`src/rtl/fssm_pkg.sv`:
```
package fssm_pkg;

    // Stem slots on the ports; stems at or above NUM_STEMS are ignored.
    localparam int STEM_SLOTS = 4;
    localparam int NUM_STEMS  = 4;

    localparam int SAMPLE_W = 16;
    localparam int Q14_W    = 16;
    localparam int MIX_W    = 15;
    localparam int COEF_W   = 30;                  // gain * pan gain, Q2.28 unsigned
    localparam int PROD_W   = SAMPLE_W + COEF_W;   // sample * coef, signed
    localparam int WET_W    = PROD_W + 2;          // sum over four stems
    localparam int ACC_W    = 64;
    localparam int ROUND_SHIFT = 42;
    localparam int Q_W      = ACC_W - ROUND_SHIFT;

    localparam int APB_AW = 6;
    localparam int APB_DW = 64;

    localparam logic [MIX_W-1:0] UNITY_Q14 = 15'd16384;
    localparam logic [63:0]      GAINS_RESET = 64'h4000_4000_4000_4000;

    typedef enum logic [2:0] {
        REG_GAINS   = 3'd0,
        REG_PANS    = 3'd1,
        REG_MUTE    = 3'd2,
        REG_SOLO    = 3'd3,
        REG_PRESENT = 3'd4,
        REG_LOADED  = 3'd5,
        REG_PLAYING = 3'd6,
        REG_DRY_MIX = 3'd7
    } t_reg_idx;

    typedef struct packed {
        logic [63:0]           gains;
        logic [63:0]           pans;
        logic [STEM_SLOTS-1:0] mute;
        logic [STEM_SLOTS-1:0] solo;
        logic [STEM_SLOTS-1:0] present;
        logic                  loaded;
        logic                  playing;
        logic [MIX_W-1:0]      dry_mix;
    } t_cfg;

    typedef logic signed [SAMPLE_W-1:0] t_sample;
    typedef logic [COEF_W-1:0]          t_coef;

endpackage

```
`src/rtl/fssm_coef.sv`:
```
module fssm_coef
    import fssm_pkg::*;
(
    input  logic                   i_clk,
    input  t_cfg                   i_cfg,
    output t_coef [STEM_SLOTS-1:0] o_coef_l,
    output t_coef [STEM_SLOTS-1:0] o_coef_r
);

    t_coef [STEM_SLOTS-1:0] r_coef_l;
    t_coef [STEM_SLOTS-1:0] r_coef_r;
    t_coef [STEM_SLOTS-1:0] n_coef_l;
    t_coef [STEM_SLOTS-1:0] n_coef_r;

    logic                        any_solo;
    logic [STEM_SLOTS-1:0]       active;
    logic signed [SAMPLE_W-1:0]  pan_raw [STEM_SLOTS];
    logic signed [SAMPLE_W:0]    pan_c   [STEM_SLOTS];
    logic [MIX_W-1:0]            pl      [STEM_SLOTS];
    logic [MIX_W-1:0]            pr      [STEM_SLOTS];
    logic [Q14_W-1:0]            gain    [STEM_SLOTS];

    always_comb begin
        any_solo = 1'b0;
        for (int i = 0; i < STEM_SLOTS; i++) begin
            if (i < NUM_STEMS && i_cfg.solo[i]) any_solo = 1'b1;
        end
        for (int i = 0; i < STEM_SLOTS; i++) begin
            active[i] = (i < NUM_STEMS) && i_cfg.playing && i_cfg.present[i]
                        && !i_cfg.mute[i] && (!any_solo || i_cfg.solo[i]);
            gain[i]    = i_cfg.gains[16*i +: 16];
            pan_raw[i] = $signed(i_cfg.pans[16*i +: 16]);
            // linear pan law, pan clamped to +/- unity
            if (pan_raw[i] > 16'sd16384)
                pan_c[i] = 17'sd16384;
            else if (pan_raw[i] < -16'sd16384)
                pan_c[i] = -17'sd16384;
            else
                pan_c[i] = 17'(pan_raw[i]);
            pl[i] = (pan_c[i] <= 17'sd0) ? UNITY_Q14 : MIX_W'(17'sd16384 - pan_c[i]);
            pr[i] = (pan_c[i] >= 17'sd0) ? UNITY_Q14 : MIX_W'(17'sd16384 + pan_c[i]);
            if (active[i]) begin
                n_coef_l[i] = COEF_W'(gain[i]) * COEF_W'(pl[i]);
                n_coef_r[i] = COEF_W'(gain[i]) * COEF_W'(pr[i]);
            end else begin
                n_coef_l[i] = '0;
                n_coef_r[i] = '0;
            end
        end
    end

    // Tracks regs each cycle; user writes cfg only if idle, unchecked.
    always_ff @(posedge i_clk) begin
        r_coef_l <= n_coef_l;
        r_coef_r <= n_coef_r;
    end

    assign o_coef_l = r_coef_l;
    assign o_coef_r = r_coef_r;

endmodule

```
`config.mk`:
```
export PLATFORM = sky130hd
export DESIGN_NAME = fssm_coef
export DESIGN_NICKNAME = d
export VERILOG_FILES = /design/src/rtl/fssm_pkg.sv /design/src/rtl/fssm_coef.sv
export SDC_FILE = /design/constraint.sdc
export NUM_CORES = 2
export LEC_CHECK = 0
export ABC_AREA = 1
export BUFFER_PORTS_ARGS = -buffer_cell sky130_fd_sc_hd__buf_4
export CAP_MARGIN = 10
export CORE_MARGIN = 10
export CORE_UTILIZATION = 41
export CTS_CLUSTER_DIAMETER = 120
export CTS_CLUSTER_SIZE = 14
export DETAILED_ROUTE_END_ITERATION = 10
export PLACE_DENSITY_LB_ADDON = 0.12
export SYNTH_ARGS = -nofsm -noshare
export SYNTH_HDL_FRONTEND = slang
export SYNTH_SLANG_ARGS = --single-unit
export TNS_END_PERCENT = 5
```
`constraint.sdc`:
```
create_clock -name i_clk -period 9.45 [get_ports i_clk]
set_input_delay 0 -clock i_clk [delete_from_list [all_inputs] [get_ports i_clk]]
set_output_delay 0 -clock i_clk [all_outputs]
set_load 0.01 [all_outputs]
```
; Word level (Yosys, flattened, before mapping)
; Cells that the tools add are included.
[op_classes]
add_sub_neg = 8
n_mul = 8
order_cmp = 16
muxes = 20
n_reduce_logical = 21
[op_table]
columns = cell, count
row1 = multiplier 16 x 15 -> 30 bit, 8
row2 = 2-to-1 mux 17 bit, 8
row3 = 2-to-1 mux 15 bit, 8
row4 = greater-or-equal comparator 17 x 1 -> 1 bit (second input constant), 4
row5 = less-or-equal comparator 17 x 1 -> 1 bit (second input constant), 4
row6 = greater-than comparator 16 bit (second input constant), 4
row7 = less-than comparator 16 x 15 -> 1 bit (second input constant), 4
row8 = adder 15 bit (first input constant), 4
row9 = subtractor 15 bit (first input constant), 4
row10 = logical AND 1 bit, 12
row11 = zero test 1 bit, 5
row12 = logical OR 1 bit, 4
row13 = 2-to-1 mux 1 bit, 4
[word_totals]
register_bits = 240
in_bits = 158
output_inout_bits = 240

; Depth between registers and ports, before layout
[logic_depth]
word_depth = 7
ltp_mapped = 43
mapped_depth_nobuf = 39

; Worst setup path before layout
; No wires, ideal clock.
[synth_timing]
path_kind = in2reg
start = in i_cfg[44] in the netlist's numbering
end = reg r_coef_l (netlist bit o_coef_l[19])
t_arrival_ps = 6582
required_time_ps = 9337
slack_ps = 2756
cell_stages = 39
n_path_buf = 3
cell_sequence = buf_4 -> inv_4 -> nor2_4 -> buf_4 -> inv_1 -> nand3_1 -> ha_1 -> nand2_1 -> nor2_2 -> nand3_1 -> nand2_2 -> inv_2 -> nand2_1 -> buf_4 -> nor2_1 -> fa_1 -> inv_1 -> fa_1 -> [3 not listed] -> fa_1 -> inv_1 -> fa_1 -> inv_1 -> fa_1 -> inv_1 -> ha_1 -> nand2_1 -> nor2_1 -> nand2_1 -> o211ai_1 -> a21oi_1 -> o21ai_0 -> nand2_1 -> nand2_1 -> nand2_1 -> nand2_1 -> nor2_1
[synth_via]
elab_chain_len = 6
[synth_rtl]
columns = item, line_no
row1 = "start, declared", fssm_coef.sv:5  ; input t_cfg i_cfg,
row2 = less-than comparator 16 x 15 -> 1 bit, fssm_coef.sv:36  ; else if (pan_raw[i] < -16'sd16384)
row3 = 2-to-1 mux 17 bit, fssm_coef.sv:36
row4 = 2-to-1 mux 17 bit *, fssm_coef.sv:34  ; if (pan_raw[i] > 16'sd16384)
row5 = subtractor 15 bit or less-or-equal comparator 17 x 1 -> 1 bit (tied branches), fssm_coef.sv:40  ; pl[i] = (pan_c[i] <= 17'sd0) ? UNITY_Q14 : MIX_W'(17'sd16384 - pan_c[i]);
row6 = 2-to-1 mux 15 bit *, fssm_coef.sv:40
row7 = multiplier 16 x 15 -> 30 bit *, fssm_coef.sv:43  ; n_coef_l[i] = COEF_W'(gain[i]) * COEF_W'(pl[i]);
row8 = "end signal, assigned", fssm_coef.sv:54  ; r_coef_l <= n_coef_l;
row9 = "end, declared", fssm_coef.sv:10  ; t_coef [STEM_SLOTS-1:0] r_coef_l;
; Mark *: on every way between the ends. The rest lies on a longest branch, timed or not.
; A chain may end at the register's enable or synchronous reset.

; Worst setup path in the final report
[layout_timing]
start = in i_cfg[92] in the netlist's numbering
end = reg r_coef_l (netlist bit o_coef_l[119])
; Same word-level chain as after synthesis.

==> out/qor.csv <==
metric,value,unit
Worst Path Buf+Inv,12,
overall routed net length,216.4,mm
total number of vias,57790,
RSZ-0062 raised after global routing,no,
worst-path maximum fanout,26,
cts bufs inserted,26,
YS warnings,0,
post-synthesis compound-gate area fraction,6.685,%
number of synthesized register bits,240,
Post-synth top flop,sky130_fd_sc_hd__dfxtp_1,
maximum root-to-sink buffer count,3,
area of the core,0.1693,sq mm
number of optimization iterations in the first detailed-route pass,7,
CP max-delay cell,sky130_fd_sc_hd__fa_1,
crit path to,o_coef_l[119],
worst endpoint required time,9960,ps
Detail Route Antenna Nets,0,
routability-driven placement congestion ratio,0.9279,
largest vdd supply drop,313.9,uV
total setup violations reported at the end of the flow,0,
nets,11380,
worst slew slack as a fraction of its limit,27.27,%
max_cap viols,0,
portion of the clock cycle consumed by the worst path in the final layout,87.60,%
Post-Synth Adder-Cell Area,54.25,%
clock transition at the registers of the reported paths,70,ps
sequential fraction of the synthesis area,6.891,%
area added between synthesis and finish,7.943,%
Die Span Y,432.4,um
Hold Crit Class,in2reg,
DR iter-0 viols,4204,
area of combinational cells with multiple inputs,0.05528,sq mm
total stage count of the critical path,35,
H-tree levels,1,
DIE WIDTH,432.4,um
total die area,0.1869,sq mm
proportion of synthesized area in mux cells,0,%
Final Hold Viols,0,
most frequent cell on the critical path,sky130_fd_sc_hd__inv_1,
family of cells with the greatest summed delay on the critical path,adder cells,
Post-Layout Cell Count,11290,
GRT overflow,0,
Tot GR Track Use,23.34,%
measured slew at the worst slew-check pin,1090,ps
total negative slack for setup checks,0,ps
clock sinks,240,
Post-synth ARST share,0,%
critical path's largest stage delay,560,ps
fraction of layout cells with a size suffix above 1,6.018,%
synthesized instance count,8907,
post-synthesis cell type count,53,
reported leakage power,0.04102,uW
Site Rows,151,
category of the worst setup path capture point,register,
"Avg Cell Area, Syn",7.828,sq um
maximum number of pins on one net before global-route repair,39,
highest clock frequency the design can meet,120.8,MHz
time the final worst path needs with I/O delays and setup,8278,ps
via count normalized by instance count,5.117,
power density over the cells,222.3,mW/mm^2
arrival time reported for the critical path endpoint,8790,ps
antenna violations before repair,3,
CTS tree,done,
Post-synth EDFFs,0,
combinational family with the most area after synthesis,adder cells,
CTS Root Buffer Type,sky130_fd_sc_hd__clkbuf_16,
estimated wirelength of the detail-placed design,177.1,mm
kind of start point of the critical path,primary input,
Setup Buffers After CTS,0,
simple-gate share of the synthesized area,17.44,%
area of the mapped netlist,0.06972,sq mm
Placed Cells incl. Taps,11240,
post-detailed-route DRC marker count,0,
layout filler cell count,17330,
Resized cells post-CTS,0,
"sum of internal, switching and leakage power",16730,uW
Mapped Nets,11230,
area used by sequential logic in the layout,0.004805,sq mm
hold_buf cts,11,
Max Transition Viols Final,0,
number of I/O port buffers,381,
number of global-route vias before repair,60200,
first-pass GRT wire length,345.0,mm
share of the synthesized netlist area taken by xor and xnor gates,0.8650,%
total I/O pin count,398,
per-cell routed wire length,19.16,um
initial standard-cell utilization of the core,41.19,%
Critical Path Source,i_cfg[92],
WS Path Type,in2reg,
result of the run,"complete, no violations",
final hold slack,86.17,ps
==> tightest hold or removal path, stage by stage <==
cell,delay (ps)
sky130_fd_sc_hd__buf_4,160
sky130_fd_sc_hd__inv_1,90
sky130_fd_sc_hd__buf_4,320
sky130_fd_sc_hd__nor3_1,100
==> area by class of cell <==
class	count	area share, %
inverters	2220	11.09
multi-input cells	6145	73.45
flip-flops and latches	240	6.384
clock buffers	31	0.9443
repair buffers	427	4.296
clock inverters	10	0.1347
well taps	2218	3.687
diodes	2	0.006650
==> placed cells by master, fill, tap and decap left out, types with 14 or more instances in the layout <==
| master | instances |
|---|---|
| sky130_fd_sc_hd__a21oi_1 | 410 |
| sky130_fd_sc_hd__o21ai_1 | 17 |
| sky130_fd_sc_hd__xnor2_1 | 36 |
| sky130_fd_sc_hd__clkbuf_16 | 27 |
| sky130_fd_sc_hd__a31oi_1 | 23 |
| sky130_fd_sc_hd__clkinv_1 | 44 |
| sky130_fd_sc_hd__dfxtp_1 | 240 |
| sky130_fd_sc_hd__ha_1 | 732 |
| sky130_fd_sc_hd__nand3_1 | 116 |
| sky130_fd_sc_hd__a21o_1 | 24 |
| sky130_fd_sc_hd__xor2_1 | 31 |
| sky130_fd_sc_hd__nand4_1 | 41 |
| sky130_fd_sc_hd__nand2_1 | 1406 |
| sky130_fd_sc_hd__nor3_1 | 90 |
| sky130_fd_sc_hd__buf_4 | 416 |
| sky130_fd_sc_hd__o21a_1 | 51 |
| sky130_fd_sc_hd__inv_2 | 26 |
| sky130_fd_sc_hd__nor2_1 | 1360 |
| sky130_fd_sc_hd__o21bai_1 | 22 |
| sky130_fd_sc_hd__a21boi_0 | 14 |
| sky130_fd_sc_hd__o21ai_0 | 236 |
| sky130_fd_sc_hd__inv_1 | 2145 |
| sky130_fd_sc_hd__nor2_2 | 18 |
| sky130_fd_sc_hd__fa_1 | 1432 |
==> Yosys cell counts, types with 5 or more instances <==
master                     instances  area share (%)
sky130_fd_sc_hd__a211oi_1          5           0.054
sky130_fd_sc_hd__a21boi_0         14            0.15
sky130_fd_sc_hd__a21o_1           24            0.26
sky130_fd_sc_hd__a21oi_1         410             2.9
sky130_fd_sc_hd__a221oi_1          9            0.11
sky130_fd_sc_hd__a31oi_1          23            0.21
sky130_fd_sc_hd__buf_2            43            0.31
sky130_fd_sc_hd__buf_4            20            0.22
sky130_fd_sc_hd__buf_6             8            0.13
sky130_fd_sc_hd__clkbuf_1        227             1.2
sky130_fd_sc_hd__clkinv_1         44            0.24
sky130_fd_sc_hd__dfxtp_1         240             6.9
sky130_fd_sc_hd__fa_1           1432              41
sky130_fd_sc_hd__ha_1            732              13
sky130_fd_sc_hd__inv_1          2145              12
sky130_fd_sc_hd__inv_2            26            0.14
sky130_fd_sc_hd__nand2_1        1406             7.6
sky130_fd_sc_hd__nand2_2          11           0.099
sky130_fd_sc_hd__nand3_1         116            0.83
sky130_fd_sc_hd__nand4_1          41            0.37
sky130_fd_sc_hd__nor2_1         1362             7.3
sky130_fd_sc_hd__nor2_2           17            0.15
sky130_fd_sc_hd__nor2_4            7            0.11
sky130_fd_sc_hd__nor3_1           90            0.65
sky130_fd_sc_hd__nor3_2            5           0.072
sky130_fd_sc_hd__nor4_1            5           0.045
sky130_fd_sc_hd__o211ai_1          9           0.097
sky130_fd_sc_hd__o21a_1           51            0.55
sky130_fd_sc_hd__o21ai_0         236             1.7
sky130_fd_sc_hd__o21ai_1          17            0.12
sky130_fd_sc_hd__o21bai_1         22            0.24
sky130_fd_sc_hd__xnor2_1          36            0.45
sky130_fd_sc_hd__xor2_1           31            0.39
==> stage by stage <==
step                util [%]  worst slack [ps]  cell area (sq um)
finish                 44.46              1172              75260
global route           44.46             804.4              75260
CTS                    44.46              1402              75250
detailed placement     43.91             954.2              74330
global placement       43.91             990.4              74330
floorplan                  -              2756              69720
==> cell families after synthesis <==
| group | after synthesis |
|---|---|
| buf+inv | 2522 |
| fa+ha+maj | 2164 |
| compound gates | 837 |
| simple gates | 3076 |
| flops | 240 |
| xor+xnor | 68 |
==> worst min-delay path by stage <==
| stage | depth (start not counted) | startpoint | slack [ps] | to |
|---|---|---|---|---|
| 6_report | 4 | i_cfg[93] | 90 | o_coef_l[0] |
| 5_1_grt | 4 | i_cfg[125] | 80 | o_coef_l[60] |
| 4_1_cts | 4 | i_cfg[93] | 10 | o_coef_l[0] |
| 3_5_place_dp | 1 | o_coef_l[110] | 390 | o_coef_l[110] |
| 3_3_place_gp | 1 | o_coef_l[106] | 390 | o_coef_l[106] |
| 2_1_floorplan | 3 | i_cfg[28] | 200 | o_coef_l[100] |
==> flip-flops by register name, indices dropped and copies added, names as in the netlist <==
| signal | flops |
|---|---|
| o_coef_l | 120 |
| o_coef_r | 120 |
==> per-layer routing <==
| metal | share of wire (%) | vias up | GRT usage [%] |
|---|---|---|---|
| li1 | - | 26610 | - |
| met1 | 43 | 29060 | 32.01 |
| met2 | 47 | 1887 | 38.38 |
| met3 | 7.3 | 232 | 3.798 |
| met4 | 2.8 | 2 | 5.824 |
| met5 | 0.0060 | - | 0 |
==> report_power, final <==
group | total [uW] | leakage [uW] | internal (uW) | switching, uW
combinational | 14400 | 0.0387 | 5150 | 9270
sequential | 1260 | 0.00194 | 1160 | 96.3
clock | 1050 | 0.000387 | 540 | 514
total | 16700 | 0.0410 | 6860 | 9880
Note: power is estimated with default switching activity, not from simulation.
