**src/rtl/fssm_pkg.sv**
```systemverilog
package fssm_pkg;

    // Stem slots on the ports; stems at or above NUM_STEMS are ignored.
    localparam int STEM_SLOTS = 4;
    localparam int NUM_STEMS  = 4;

    localparam int SAMPLE_W = 16;
    localparam int Q14_W    = 16;
    localparam int MIX_W    = 15;
    localparam int COEF_W   = 30;                  // gain * pan gain, Q2.28 unsigned
    localparam int PROD_W   = SAMPLE_W + COEF_W;   // sample * coef, signed
    localparam int WET_W    = PROD_W + 2;          // sum over four stems
    localparam int ACC_W    = 64;
    localparam int ROUND_SHIFT = 42;
    localparam int Q_W      = ACC_W - ROUND_SHIFT;

    localparam int APB_AW = 6;
    localparam int APB_DW = 64;

    localparam logic [MIX_W-1:0] UNITY_Q14 = 15'd16384;
    localparam logic [63:0]      GAINS_RESET = 64'h4000_4000_4000_4000;

    typedef enum logic [2:0] {
        REG_GAINS   = 3'd0,
        REG_PANS    = 3'd1,
        REG_MUTE    = 3'd2,
        REG_SOLO    = 3'd3,
        REG_PRESENT = 3'd4,
        REG_LOADED  = 3'd5,
        REG_PLAYING = 3'd6,
        REG_DRY_MIX = 3'd7
    } t_reg_idx;

    typedef struct packed {
        logic [63:0]           gains;
        logic [63:0]           pans;
        logic [STEM_SLOTS-1:0] mute;
        logic [STEM_SLOTS-1:0] solo;
        logic [STEM_SLOTS-1:0] present;
        logic                  loaded;
        logic                  playing;
        logic [MIX_W-1:0]      dry_mix;
    } t_cfg;

    typedef logic signed [SAMPLE_W-1:0] t_sample;
    typedef logic [COEF_W-1:0]          t_coef;

endpackage

```
**src/rtl/fssm_regs.sv**
```systemverilog
module fssm_regs
    import fssm_pkg::*;
(
    input  logic              i_clk,
    input  logic              i_rst_n,
    input  logic              psel,
    input  logic              penable,
    input  logic              pwrite,
    input  logic [APB_AW-1:0] paddr,
    input  logic [APB_DW-1:0] pwdata,
    output logic [APB_DW-1:0] prdata,
    output logic              pready,
    output t_cfg              o_cfg
);

    t_cfg     r_cfg;
    t_cfg     n_cfg;
    t_reg_idx idx;
    logic     wr_en;

    assign pready = 1'b1;
    assign idx    = t_reg_idx'(paddr[5:3]);
    assign wr_en  = psel && penable && pwrite && pready;
    assign o_cfg  = r_cfg;

    always_comb begin
        n_cfg = r_cfg;
        if (wr_en) begin
            unique case (idx)
                REG_GAINS:   n_cfg.gains   = pwdata;
                REG_PANS:    n_cfg.pans    = pwdata;
                REG_MUTE:    n_cfg.mute    = pwdata[STEM_SLOTS-1:0];
                REG_SOLO:    n_cfg.solo    = pwdata[STEM_SLOTS-1:0];
                REG_PRESENT: n_cfg.present = pwdata[STEM_SLOTS-1:0];
                REG_LOADED:  n_cfg.loaded  = pwdata[0];
                REG_PLAYING: n_cfg.playing = pwdata[0];
                REG_DRY_MIX: n_cfg.dry_mix = pwdata[MIX_W-1:0];
                default:     n_cfg = r_cfg;
            endcase
        end
    end

    always_ff @(posedge i_clk) begin
        if (!i_rst_n) begin
            r_cfg.gains   <= GAINS_RESET;
            r_cfg.pans    <= '0;
            r_cfg.mute    <= '0;
            r_cfg.solo    <= '0;
            r_cfg.present <= '0;
            r_cfg.loaded  <= 1'b0;
            r_cfg.playing <= 1'b0;
            r_cfg.dry_mix <= '0;
        end else begin
            r_cfg <= n_cfg;
        end
    end

    always_comb begin
        prdata = '0;
        unique case (idx)
            REG_GAINS:   prdata = r_cfg.gains;
            REG_PANS:    prdata = r_cfg.pans;
            REG_MUTE:    prdata = APB_DW'(r_cfg.mute);
            REG_SOLO:    prdata = APB_DW'(r_cfg.solo);
            REG_PRESENT: prdata = APB_DW'(r_cfg.present);
            REG_LOADED:  prdata = APB_DW'(r_cfg.loaded);
            REG_PLAYING: prdata = APB_DW'(r_cfg.playing);
            REG_DRY_MIX: prdata = APB_DW'(r_cfg.dry_mix);
            default:     prdata = '0;
        endcase
    end

endmodule

```
**config.mk**
```make
export PLATFORM = sky130hd
export DESIGN_NAME = fssm_regs
export DESIGN_NICKNAME = d
export VERILOG_FILES = /design/src/rtl/fssm_pkg.sv /design/src/rtl/fssm_regs.sv
export SDC_FILE = /design/constraint.sdc
export NUM_CORES = 1
export LEC_CHECK = 0
export ABC_CLOCK_PERIOD_IN_PS = 3100
export BUFFER_PORTS_ARGS = -buffer_cell sky130_fd_sc_hd__buf_2
export CAP_MARGIN = 30
export CORE_MARGIN = 3
export CORE_UTILIZATION = 51
export CTS_CLUSTER_DIAMETER = 120
export DETAILED_ROUTE_END_ITERATION = 8
export GPL_ROUTABILITY_DRIVEN = 0
export GPL_TIMING_DRIVEN = 0
export HOLD_SLACK_MARGIN = 0.05
export PLACE_DENSITY = 0.92
export SLEW_MARGIN = 25
export SYNTH_ARGS = -nofsm -noshare
export SYNTH_HDL_FRONTEND = slang
export SYNTH_SLANG_ARGS = --single-unit
```
**constraint.sdc**
```tcl
create_clock -name i_clk -period 3.1 [get_ports i_clk]
set_clock_uncertainty 0.1 [all_clocks]
set_input_delay 0 -clock i_clk [delete_from_list [all_inputs] [get_ports i_clk]]
set_output_delay 0 -clock i_clk [all_outputs]
set_load 0.03 [all_outputs]
```
Yosys cells after proc, flatten, opt, wreduce, memory -nomap -nowiden --
Index checks and enable logic that the tools add are counted. W data, S select, Z words.
Storage, ports and cells: register bits after elaboration 157, latch bits 0, bits in writable memories 0, bits in read-only memories 0, input bits 75, output and inout bits 222, logic and storage cells 27, memories 0
Cells by class: add/subtract/negate cells 0, $mul 0, divide/modulo/power cells 0, order comparisons 0, eq/ne operators 7, shift operators 0, mux-type cells 1, bitwise operators 0, reduce and logical (&&, ||, !) cells 11
Operators with widths (count):
- $pmux W64 S8 | 1
- $reduce_and A2 Y1 | 8
- $eq A3 B3 Y1 const B | 4
- $eq A3 B2 Y1 const B | 2
- $eq A3 B1 Y1 const B | 1
- $logic_not A3 Y1 | 1
- $logic_and A1 B1 Y1 | 2

Depth between registers and ports, before layout --
Gate-level depths: netlist (run 1).
depth in word-level cells 3, depth in mapped cells 6

Worst setup path after synthesis (run 1) --
OpenSTA, ideal clock, no wires.
kind input-to-output, start point input paddr[3], end point output prdata[12], arrival 1439 ps, data required time 3000 ps, path slack 1561 ps, stages 5, path buffers 3, cells stage by stage buf_2 -> clkbuf_1 -> buf_2 -> mux2i_1 -> o21ai_0
On the way: word-level cells in the longest chain between the ends 2, elaborated cells on any way between the ends 9
Ends and longest elaborated chain:
- start: declaration | line fssm_regs.sv:9 | input logic [APB_AW-1:0] paddr,
- $eq A3 B3 Y1 (tied with other cells) | line fssm_regs.sv:60 | unique case (idx)
- $pmux W64 S8 * | line fssm_regs.sv:60
- end: declaration | line fssm_regs.sv:11 | output logic [APB_DW-1:0] prdata,
Mark *: on every way between the ends. The rest lies on a longest branch, timed or not.

Worst setup path in the final report (run 1) --
start point input paddr[3], end point output prdata[3]
The elaborated chain is that of the path after synthesis.

==> results of run 1 <==
-- logic make-up (layout without fill, tap and decap cells) --
family / after synthesis / after routing / share of synthesized area (%)
AND/OR/NAND/NOR: 258 / 258 / 15.41
flip-flops: 157 / 157 / 45.80
other: 1 / 4 / 0.05464
multiplexers: 167 / 167 / 24.36
buffers and inverters: 66 / 457 / 4.740
AO/OA/AOI/OAI: 84 / 84 / 9.645
-- routing by layer --
layer	up-vias	track usage (%)	share of wire (%)
li1	3295	-	-
met3	138	8.914	9.4
met1	3537	40.36	36
met4	0	21.36	5.6
met2	548	60.84	49
met5	-	0	0
-- through the flow --
stage / hold slack, ps / util, %
final: 212.8 / 76.36
after global routing: 254.2 / 76.36
after CTS: 177.1 / 76.30
after detailed placement: 178.4 / 66.16
after global placement: 158.9 / 66.16
after floorplan: 42.22 / -
-- final cells by class --
cell class / count / area, sq um / area share, %
diodes: 3 / 7.507 / 0.07636
plain buffers: 62 / 310.3 / 3.156
clock buffers: 20 / 466.7 / 4.747
clock inverters: 11 / 117.6 / 1.196
inverters: 4 / 15.01 / 0.1527
multi-input cells: 510 / 3395 / 34.53
flip-flops and latches: 157 / 3143 / 31.97
well taps: 172 / 215.2 / 2.189
repair buffers: 360 / 2162 / 21.99
-- path summary, 6_finish.rpt --
| path | endpoint | from | depth (start not counted) | slack, ps |
|---|---|---|---|---|
| max reg2reg | o_cfg[146]$_SDFFE_PN0P_ | o_cfg[146]$_SDFFE_PN0P_ | 2 | 2130 |
| min reg2reg | o_cfg[141]$_SDFFE_PN0P_ | o_cfg[141]$_SDFFE_PN0P_ | 2 | 370 |
| min | o_cfg[49]$_SDFFE_PN0P_ | i_rst_n | 4 | 210 |
| max | prdata[3] | paddr[3] | 7 | 600 |
-- placed cells by master (no fill, tap or decap), types with 3 or more instances in the layout --
master	n
a21oi_1	4
a22o_1	49
buf_2	296
buf_4	12
buf_6	3
clkbuf_1	37
clkbuf_16	17
clkbuf_8	3
clkinv_2	4
clkinvlp_4	5
dfxtp_1	157
diode_2	3
dlygate4sd3_1	72
inv_1	4
mux2i_1	167
nand2_1	228
nand3b_1	6
nor2_1	7
nor3_1	3
o211ai_1	6
o21ai_0	11
o31ai_1	6
-- cell usage after synthesis, types with 3 or more instances --
master	instances	area [sq um]
dfxtp_1	157	3143
o31ai_1	6	45.04
o211ai_1	6	45.04
nand2_1	228	855.8
mux2i_1	167	1672
nor2_1	7	26.28
buf_2	8	40.04
nand3b_1	6	45.04
inv_1	4	15.01
buf_4	12	90.09
a22o_1	49	429.2
o21ai_0	11	55.05
clkbuf_1	37	138.9
nor3_1	3	15.01
a21oi_1	4	20.02
buf_6	3	33.78
-- what timing repair did --
item | CTS | global route
setup endpoints to repair | 0 | 0
hold buffers | 72 | 0
hold endpoints to repair | 157 | 0
-- power by group through the flow --
stage	combinational (mW)	clock [mW]	sequential, mW
after floorplan	0.168	0	2.12
after global placement	0.327	0	2.09
after detailed placement	0.332	0	2.09
after CTS	0.405	2.07	2.05
after global routing	0.447	2.15	2.05
final	0.424	2.08	2.05
-- worst max-delay path: stages --
cell           delay (ps)
dlygate4sd3_1         570
buf_2                 190
nor3_1                410
clkbuf_1              630
a21oi_1               100
a31oi_1               250
buf_2                 250
==> metrics.txt, run 1 <==
status completed; syn nets 808; Max Cap Viol 0; minimum clock period 2502 ps; final wirelength 27,280 um; CP max FO 10; site row count 41; worst hold-check path type input port to register; Die Width 122 um; crit path kind input port to output port; Flop pwr share 45.0%; Total Power 4.549 mW; grt ovf 0; Total Nets Final 1,187; core area 0.01288 sq mm; Syn. warnings 0; hpwl dp 17,130 um; final cell count without fillers 1,299; crit start category input port; Syn Area/Cell 9.363 sq um; Initial Utilization 53.30%; Antenna Nets Post-Route 0; vias per inst 5.788; VDD IR max 0.3066 mV; CTS Sinks 157; Top FF cell, synth dfxtp_1; Initial DRT Pass Iterations 6; vias in the first global route 7,472; Hold Violations, Final 0; wire length per cell 21.00 um; pwr dens 462.7 mW/mm^2; RSZ-0062 raised after global routing false; worst path required time 3000 ps; vias after detailed routing 7,518; Synth async-reset ratio 0%; sw power 1.118 mW; Total Routing Usage GR 35.74%; Worst Path Arrival 2400 ps; Sum Neg Setup Slack 0 ps; I/O Buffers 288; clock power share 45.7%; Pint 3.432 mW; Design Area, Final 0.009832 sq mm; Place WS 1219 ps; TritonCTS Buffers 17; Slew HR 39.68%; Post-Synthesis Cells 733; I/O pin count 297; Clock Tree Buf Depth 2; layout cell share with drive strength beyond 1 30.78%; Comb power frac 9.3%; Worst Setup End Kind output port; die height 122 um; DR iter-0 viols 680; switch share 24.56%; Highest Clock Rate 0.3997 GHz; first-pass GRT wire length 41,040 um; Clock Latency Late Sink 430 ps; post-synth cell types 35; initial antenna violation count 3; Static Leak 4.562 nW; total die area 0.01488 sq mm; Placed Area 0.008519 sq mm; post-synthesis to final-layout area growth 43.26%; CTS tree yes; worst slew pin tran 897.9 ps; fin worst setup slack 598.1 ps; max reg flops 157; Post-Syn Area 0.006863 sq mm; clock slew at reported path FFs 60 ps; final setup vio count 0; Setup Buffers After CTS 0; sequential share of the synthesized area 45.80%; post-CTS sizing 0; number of flops mapped to enable cells by yosys 0; Tcrit/Tclk final 80.71%; Synth Register Bits 157; residual DRC count 0; Cells after DPL 1,193; H-tree Lvls 4; Pins Over Slew Limit 0; Root Buffer clkbuf_16; pin count of the biggest net entering global routing 17; Filler Cell Count 802
No activity file was read; power rests on OpenSTA's default activity.
==> run 2, diff against run 1 <==
--- a/config.mk
+++ b/config.mk
@@ -5,17 +5,17 @@
 export SDC_FILE = /design/constraint.sdc
 export NUM_CORES = 1
 export LEC_CHECK = 0
-export ABC_CLOCK_PERIOD_IN_PS = 3100
+export ABC_CLOCK_PERIOD_IN_PS = 2400
 export BUFFER_PORTS_ARGS = -buffer_cell sky130_fd_sc_hd__buf_2
 export CAP_MARGIN = 30
 export CORE_MARGIN = 3
-export CORE_UTILIZATION = 51
+export CORE_UTILIZATION = 48
 export CTS_CLUSTER_DIAMETER = 120
 export DETAILED_ROUTE_END_ITERATION = 8
 export GPL_ROUTABILITY_DRIVEN = 0
 export GPL_TIMING_DRIVEN = 0
 export HOLD_SLACK_MARGIN = 0.05
-export PLACE_DENSITY = 0.92
+export PLACE_DENSITY = 0.88
 export SLEW_MARGIN = 25
 export SYNTH_ARGS = -nofsm -noshare
 export SYNTH_HDL_FRONTEND = slang
==> constraint.sdc (replaced) <==
create_clock -name i_clk -period 2.4 [get_ports i_clk]
set_clock_uncertainty 0.1 [all_clocks]
set_input_delay 0 -clock i_clk [delete_from_list [all_inputs] [get_ports i_clk]]
set_output_delay 0 -clock i_clk [all_outputs]
set_load 0.03 [all_outputs]
==> run 2 against run 1 <==
- die area increased by 5.9%
- setup slack worse by 540 ps
- non-clock buffer count grew 3
- sequential power up 29%
- largest power group unchanged
- highest routed layer unchanged
==> metrics.txt, run 2 (same netlist as run 1, synthesis figures left out) <==
grt ovf 0 (unchanged); Clock Tree Buf Depth 2 (unchanged); worst hold-check path type input port to register (unchanged); pwr dens 614.6 mW/mm^2 (was 462.7 mW/mm^2); Slew HR 41.11% (was 39.68%); initial antenna violation count 0 (was 3); pin count of the biggest net entering global routing 17 (unchanged); most frequent cells in the layout 294 x buf_2, 228 x nand2_1, 167 x mux2i_1 (was 296 x buf_2, 228 x nand2_1, 167 x mux2i_1); Total Power 6.110 mW (was 4.549 mW); layout cell share with drive strength beyond 1 31.56% (was 30.78%); CP max FO 10 (unchanged); Worst R2R Path Depth 2 (unchanged); Pins Over Slew Limit 0 (unchanged); worst path required time 2300 ps (was 3000 ps); clock slew at reported path FFs 60 ps (about the same); Clock Latency Late Sink 420 ps (was 430 ps); status completed (unchanged); final wirelength 25,460 um (was 27,280 um); total die area 0.01577 sq mm (was 0.01488 sq mm); Initial Utilization 49.25% (was 53.30%); Total Nets Final 1,190 (was 1,187); Worst Setup End Kind output port (unchanged); minimum clock period 2346 ps; Multi-input gate area 0.003397 sq mm (was 0.003395 sq mm); wire length per cell 19.47 um (was 21.00 um); first-pass GRT wire length 38,880 um (was 41,040 um); CTS Sinks 157 (unchanged); residual DRC count 0 (unchanged); crit path kind input port to output port (unchanged); die height 125.6 um (was 122 um); worst slew pin tran 876.6 ps (was 897.9 ps); vias per inst 5.563 (was 5.788); post-synthesis to final-layout area growth 44.85% (was 43.26%); vias after detailed routing 7,276 (was 7,518); Root Buffer clkbuf_16 (unchanged); Filler Cell Count 957 (was 802); Antenna Nets Post-Route 0 (unchanged); Tcrit/Tclk final 97.76%; site row count 43 (was 41); Highest Clock Rate 0.4262 GHz; Max Cap Viol 0 (unchanged); Hold Violations, Final 0 (unchanged); Total Routing Usage GR 31.15% (was 35.74%); Cells after DPL 1,201 (was 1,193); I/O Buffers 288 (unchanged); worst hold path depth 5 (was 4); CTS tree yes (unchanged); Worst Path Arrival 2250 ps (was 2400 ps); RSZ-0062 raised after global routing true (was false); most common cell after layout, fill and taps aside buf_2 (unchanged); Static Leak 4.613 nW (was 4.562 nW); vias in the first global route 7,190 (was 7,472); TritonCTS Buffers 17 (unchanged); VDD IR max 0.4097 mV (was 0.3066 mV); crit start category input port (unchanged); max reg flops 157 (unchanged); I/O pin count 297 (unchanged); Initial DRT Pass Iterations 5 (was 6); hpwl dp 17,200 um (was 17,130 um); Die Width 125.6 um (was 122 um); register area 0.003143 sq mm (unchanged); # diodes 0 (was 3); H-tree Lvls 4 (unchanged); core area 0.01393 sq mm (was 0.01288 sq mm); DR iter-0 viols 483 (was 680); final setup vio count 0 (unchanged); final cell count without fillers 1,308 (was 1,299)
[run 2: cell count changes in the layout (fill, tap and decap cells not counted), moves of 2 or more]
cell | previous run | this run
inv_6 | 0 | 3
clkbuf_4 | 0 | 2
clkinv_2 | 4 | 0
bufinv_16 | 2 | 4
diode_2 | 3 | 0
buf_2 | 296 | 294
clkbuf_2 | 0 | 6
clkbuf_1 | 37 | 32
buf_4 | 12 | 14
[run 2: repair_timing]
action | 4_1_cts | 5_1_grt
hold buffers | 72 | 0
hold endpoints to repair | 157 | 0
setup buffers | 0 | 3
setup endpoints to repair | 0 | 50
gates resized for setup | 0 | 15
[run 2: final cells by class]
cell class	count	share of cell area (%)
inverter	4	0.1510
buffer	62	3.247
sequential	157	31.62
timing repair buffer	363	22.10
multi-input combinational	510	34.17
tap	180	2.266
clock buffer	20	4.594
clock inverter	12	1.850
[run 2: worst max-delay path, cell delays in order]
cell and delay, ps:
dlygate4sd3_1 540, buf_2 190, nand2b_1 240, nor2_2 190, clkbuf_1 600, a22o_1 270
buf_2 210
[run 2: power breakdown]
| group | switching (mW) | internal, mW |
|---|---|---|
| Combinational | 0.326 | 0.211 |
| Sequential | 0.0176 | 2.63 |
| Clock | 1.12 | 1.81 |
[run 2: metrics by stage]
| step | setup WS, ps | setup TNS, ps | area (sq um) | hold WS, ps | util (%) |
|---|---|---|---|---|---|
| floorplan | 861.0 | 0 | 6863 | 42.22 | - |
| global placement | 594.4 | 0 | 8529 | 162.2 | 61.21 |
| detailed placement | 585.4 | 0 | 8529 | 181.1 | 61.21 |
| CTS | 22.44 | 0 | 9891 | 74.25 | 70.98 |
| global route | -15.59 | -16.77 | 9941 | 112.3 | 71.34 |
| finish | 53.70 | 0 | 9941 | 90.62 | 71.34 |
[run 2: worst paths after layout]
check	slack, ps	from	to
min reg2reg	370	o_cfg[17]$_SDFFE_PN0P_	o_cfg[17]$_SDFFE_PN0P_
max	50	paddr[5]	prdata[59]
max reg2reg	1500	o_cfg[146]$_SDFFE_PN0P_	o_cfg[146]$_SDFFE_PN0P_
min	90	psel	o_cfg[137]$_SDFFE_PN0P_
[run 2: metal layers]
layer	global-route usage, %	wire length, um	vias up
met5	0	0	-
met4	14.80	1012	0
met3	5.895	1967	86
met2	53.27	12690	438
met1	37.72	9788	3464
li1	-	-	3288
